<file path="src/rtl/bwrw_ram.sv">
`default_nettype none
// ============================================================================
// bwrw_ram: generic single-port-write, single-port-read synchronous RAM
// One write and one registered read per cycle.
// ============================================================================
module bwrw_ram #(
    parameter int WIDTH = 8,
    parameter int DEPTH = 256
) (
    input  wire logic                     clk,
    input  wire logic                     we,
    input  wire logic [$clog2(DEPTH)-1:0] waddr,
    input  wire logic [WIDTH-1:0]         wdata,
    input  wire logic [$clog2(DEPTH)-1:0] raddr,
    output      logic [WIDTH-1:0]         rdata
);

    logic [WIDTH-1:0] mem [DEPTH];

    always_ff @(posedge clk)
    begin
        if (we)
        begin
            mem[waddr] <= wdata;
        end
        rdata <= mem[raddr];
    end

endmodule
`default_nettype wire

</file>
<file path="config.mk">
export PLATFORM = sky130hd
export DESIGN_NAME = bwrw_ram
export DESIGN_NICKNAME = d
export VERILOG_FILES = /design/src/rtl/bwrw_ram.sv
export SDC_FILE = /design/constraint.sdc
export NUM_CORES = 2
export LEC_CHECK = 0
export BUFFER_PORTS_ARGS = -buffer_cell sky130_fd_sc_hd__buf_2
export CORE_MARGIN = 2
export CORE_UTILIZATION = 50
export CTS_CLUSTER_DIAMETER = 120
export DETAILED_ROUTE_END_ITERATION = 7
export PLACE_DENSITY_LB_ADDON = 0.3
export SLEW_MARGIN = 40
export SYNTH_ARGS = -nofsm -noshare
export SYNTH_HDL_FRONTEND = slang
export SYNTH_SLANG_ARGS = --single-unit
</file>
<file path="constraint.sdc">
create_clock -name clk -period 6.84 [get_ports clk]
set_input_delay 0.684 -clock clk [delete_from_list [all_inputs] [get_ports clk]]
set_output_delay 0.684 -clock clk [all_outputs]
set_load 0.005 [all_outputs]
</file>
==> metrics.csv <==
stage;metric;value;unit
sta;worst-margin pin slew;0.911;ns
placement;Port Buffers;33;
floorplanning;Die Width;403;um
layout;Fill cells;11537;
power_and_ir_drop;Pleak;27.2;nW
critical_path;Crit path max-delay family;compound AO/OA/AOI/OAI gates;
clock_network;post-cts resize count;0;
clock_network;TritonCTS clock tree;built;
clock_network;CTS Buf Count;200;
critical_path;Worst setup EP type;flip-flop;
global_route;antenna violations before repair;9;
sta;RSZ-0062 raised after global routing;no;
yosys;sequential area share after synthesis;77.5;%
floorplanning;core area;158000;um2
global_route;GRT overflow;0;
sta;slew margin rel.;39.1;%
floorplanning;Die Ht;403;um
global_route;vias in the first global route;38484;
clock_network;Clock Sinks;2056;
critical_path;Crit Path Max Fanout;36;
global_route;pin count of the biggest net entering global routing;118;
drt;DR WL/cell;31.0;um
clock_network;Bufs on Longest Clock Path;3;
layout;design area;89100;um2
floorplanning;Initial Util;50.3;%
clock_network;htree depth;4;
yosys;Yosys top cell by area;edfxtp_1;
layout;Post-Layout Cell Count;6081;
global_route;GRT Util Overall;23.3;%
sta;fin. max-slew vios;0;
clock_network;clk_lat worst skew;0.85;ns
layout;share of cells above drive strength 1;26.3;%
layout;antenna fix cells;0;
drt;DRT iter0 DRCs;4813;
run_status;status;finished, final reports clean;
critical_path;Slowest cell on crit path;buf_4;
floorplanning;I/O Pins;34;
yosys;Distinct cells, synth;55;
flow_run;Max-cap violations;0;
yosys;syn nets;3759;
yosys;Synth area leaders;edfxtp_1 77%, mux4_2 13%, mux2i_1 1.7%, nor2_1 1.3%, a22oi_1 1.3%;
critical_path;Critical Path RT;7.53;ns
drt;total wire length;188;mm
sta;Final Hold Vio Count;0;
yosys;Avg Inst Size Synth;21.3;um2
sta;minimum clock period;3.47;ns
layout;Layout area overhead;12.0;%
floorplanning;Site Rows;146;
critical_path;crit path DAT;4.15;ns
placement;GP Congestion;0.830;
drt;number of routed nets with antenna violations;0;
sta;Peak Freq;288;MHz
global_route;first-pass GRT wire length;272;mm
drt;vias;38701;
sta;Fin Hold WS;0.211;ns
clock_network;Post-CTS Setup Bufs;0;
clock_network;clk root buf;clkbuf_16;
sta;setup violators final;0;
min_path;min-delay worst type;input port to flip-flop;
placement;Detail Placement HPWL;114;mm
yosys;Synth top area share;77.3;%
power_and_ir_drop;largest vdd supply drop;0.300;mV
yosys;Syn. warnings;0;
critical_path;startpoint types;input port;
drt;TritonRoute pass-1 iters;6;
sta;Tcrit/Tclk final;50.7;%
power_and_ir_drop;PwrDens;291;nW/um2
drt;Via density;6.36;
critical_path;critical path class;input port to flip-flop;
sta;Post-Route Setup TNS;0;ns
yosys;Synth Register Bits;2056;
yosys;Post-synth ARST share;0;%
sta;Final Skew;0.0350;ns
clock_network;clock slew at reported path FFs;0.06;ns
critical_path;Buf+Inv Stages, Crit Path;2;
yosys;EDFF count, synth;2048;
placement;placed cells;5701;
floorplanning;DIE AREA;162000;um2
layout;Core Util, Final;56.3;%
clock_network;hold_buf cts;0;
yosys;post-synthesis cell area;79600;um2
yosys;Main synth FF type;edfxtp_1;
critical_path;worst path cell trace;buf_2 -> buf_4 -> nor2b_2 -> nand2_1 -> a311oi_1 -> o221ai_1 -> a211oi_2 -> nor4_1;
critical_path;CP peak stage delay;0.63;ns
drt;DRC;0;
yosys;Cells after Synth;3733;
placement;Post-DP Area;82400;um2
layout;final net count;3862;
## cells in the mapped netlist (all sizes together) (2+ instances only)
cell type,n
nand2b,8
o22ai,28
o21ai,12
a22oi,133
a221oi,14
nand3b,2
a31oi,2
o221ai,47
or2,4
nor3,22
nand2,33
o32ai,5
nor2,282
o211ai,10
buf,122
and2,6
a2111oi,5
nand3,34
nor4,27
a21oi,96
mux4,456
a211oi,16
o22a,5
nand4,10
edfxtp,2048
and3b,2
nor2b,31
clkbuf,111
a22o,8
dfxtp,8
mux2i,134
a311oi,2
## where the power goes
group	switching [mW]	leakage (nW)	internal (mW)	total (mW)
sequential	0.0263	18.5	13.9	13.9
clock	4.66	3.12	6.06	10.7
combinational	0.814	5.63	0.432	1.25
## metrics by stage
step | total power, mW | setup slack (ns)
after CTS | 26.0 | 3.42
after floorplan | 14.8 | 4.22
final | 25.9 | 3.37
after global placement | 15.4 | 1.67
after global routing | 26.6 | 3.28
after detailed placement | 15.4 | 2.55
## worst reg2reg max path, stage by stage, from the launching register on
cell and delay, ns:
edfxtp_1 0.36, mux4_2 0.46, a22o_1 0.25, a221oi_1 0.68, o32ai_1 0.21, nor3_1 0.34
nor4_1 0.12
## placed cells by master (no fill, tap or decap), types with 6 or more instances in the layout
cell type   Yosys  final
nor3_1         22     20
nor2_1        282    143
inv_6           0      6
buf_4          27     63
buf_8          13      8
buf_6          21     12
o211ai_1       10     10
clkinvlp_4      0      6
a211oi_1       16     15
nor4_1         24     10
buf_16          0     10
mux2i_1       134    134
clkbuf_1      111     41
nand2_1        33     27
nor2_2          0    136
o21ai_0        10     10
clkinv_1        1     56
nand4_1        10     10
mux4_2        454    454
a221oi_1       13     13
dfxtp_1         8      8
a22oi_1       133    133
clkbuf_16       0    203
a21oi_1        96     96
edfxtp_1     2048   2048
clkinv_2        0     37
nand3_1        34     28
bufinv_16       0     15
buf_2          31     24
o221ai_1       46     46
buf_12          8     14
nand2b_1        8      8
clkbuf_8        0      7
nor4_2          3     17
a22o_1          8      8
nor2b_1        31     26
o22ai_1        28     28
## path summary, 6_finish.rpt
check / from / endpoint / slack (ns) / cells after the start
max reg2reg: mem[83][5] / rdata[5] / 4.26 / 6
min: wdata[2] / mem[208][2] / 0.21 / 1
max: raddr[3] / rdata[3] / 3.37 / 8
min reg2reg: mem[103][7] / rdata[7] / 1.05 / 5
## layout make-up
cell class	instances	area [um2]	share of cell area [%]
clock inverter	127	1100	1.24
timing repair buffer	134	1450	1.62
sequential	2056	61700	69.2
multi-input combinational	1442	17000	19.1
clock buffer	248	5290	5.94
tap	2072	2590	2.91
inverter	2	7.51	0.00843
## per-layer routing
metal  share of wire (%)  vias to the layer above  wire length (um)  global-route usage [%]
met5               0.040                        -                76                       0
met4                 2.6                       12              4990                    6.64
met3                 9.5                      293             17800                    5.00
met2                  48                     1952             89800                    36.2
met1                  40                    20517             75600                    33.8
li1                    -                    15927                 -                       -
## sequential cells by signal, indices dropped and copies added, names as in the netlist
name,cells
rdata,8
mem,2048
## cell families (layout without fill, tap and decap cells)
| kind of cell | after synthesis | in the layout | share of synthesized area [%] |
|---|---|---|---|
| multiplexers | 591 | 591 | 14.6 |
| buffers and inverters | 235 | 511 | 1.83 |
| AO/OA/AOI/OAI | 385 | 385 | 3.42 |
| AND/OR/NAND/NOR | 466 | 466 | 2.63 |
| flip-flops | 2056 | 2056 | 77.5 |
No activity file was read; power rests on OpenSTA's default activity.
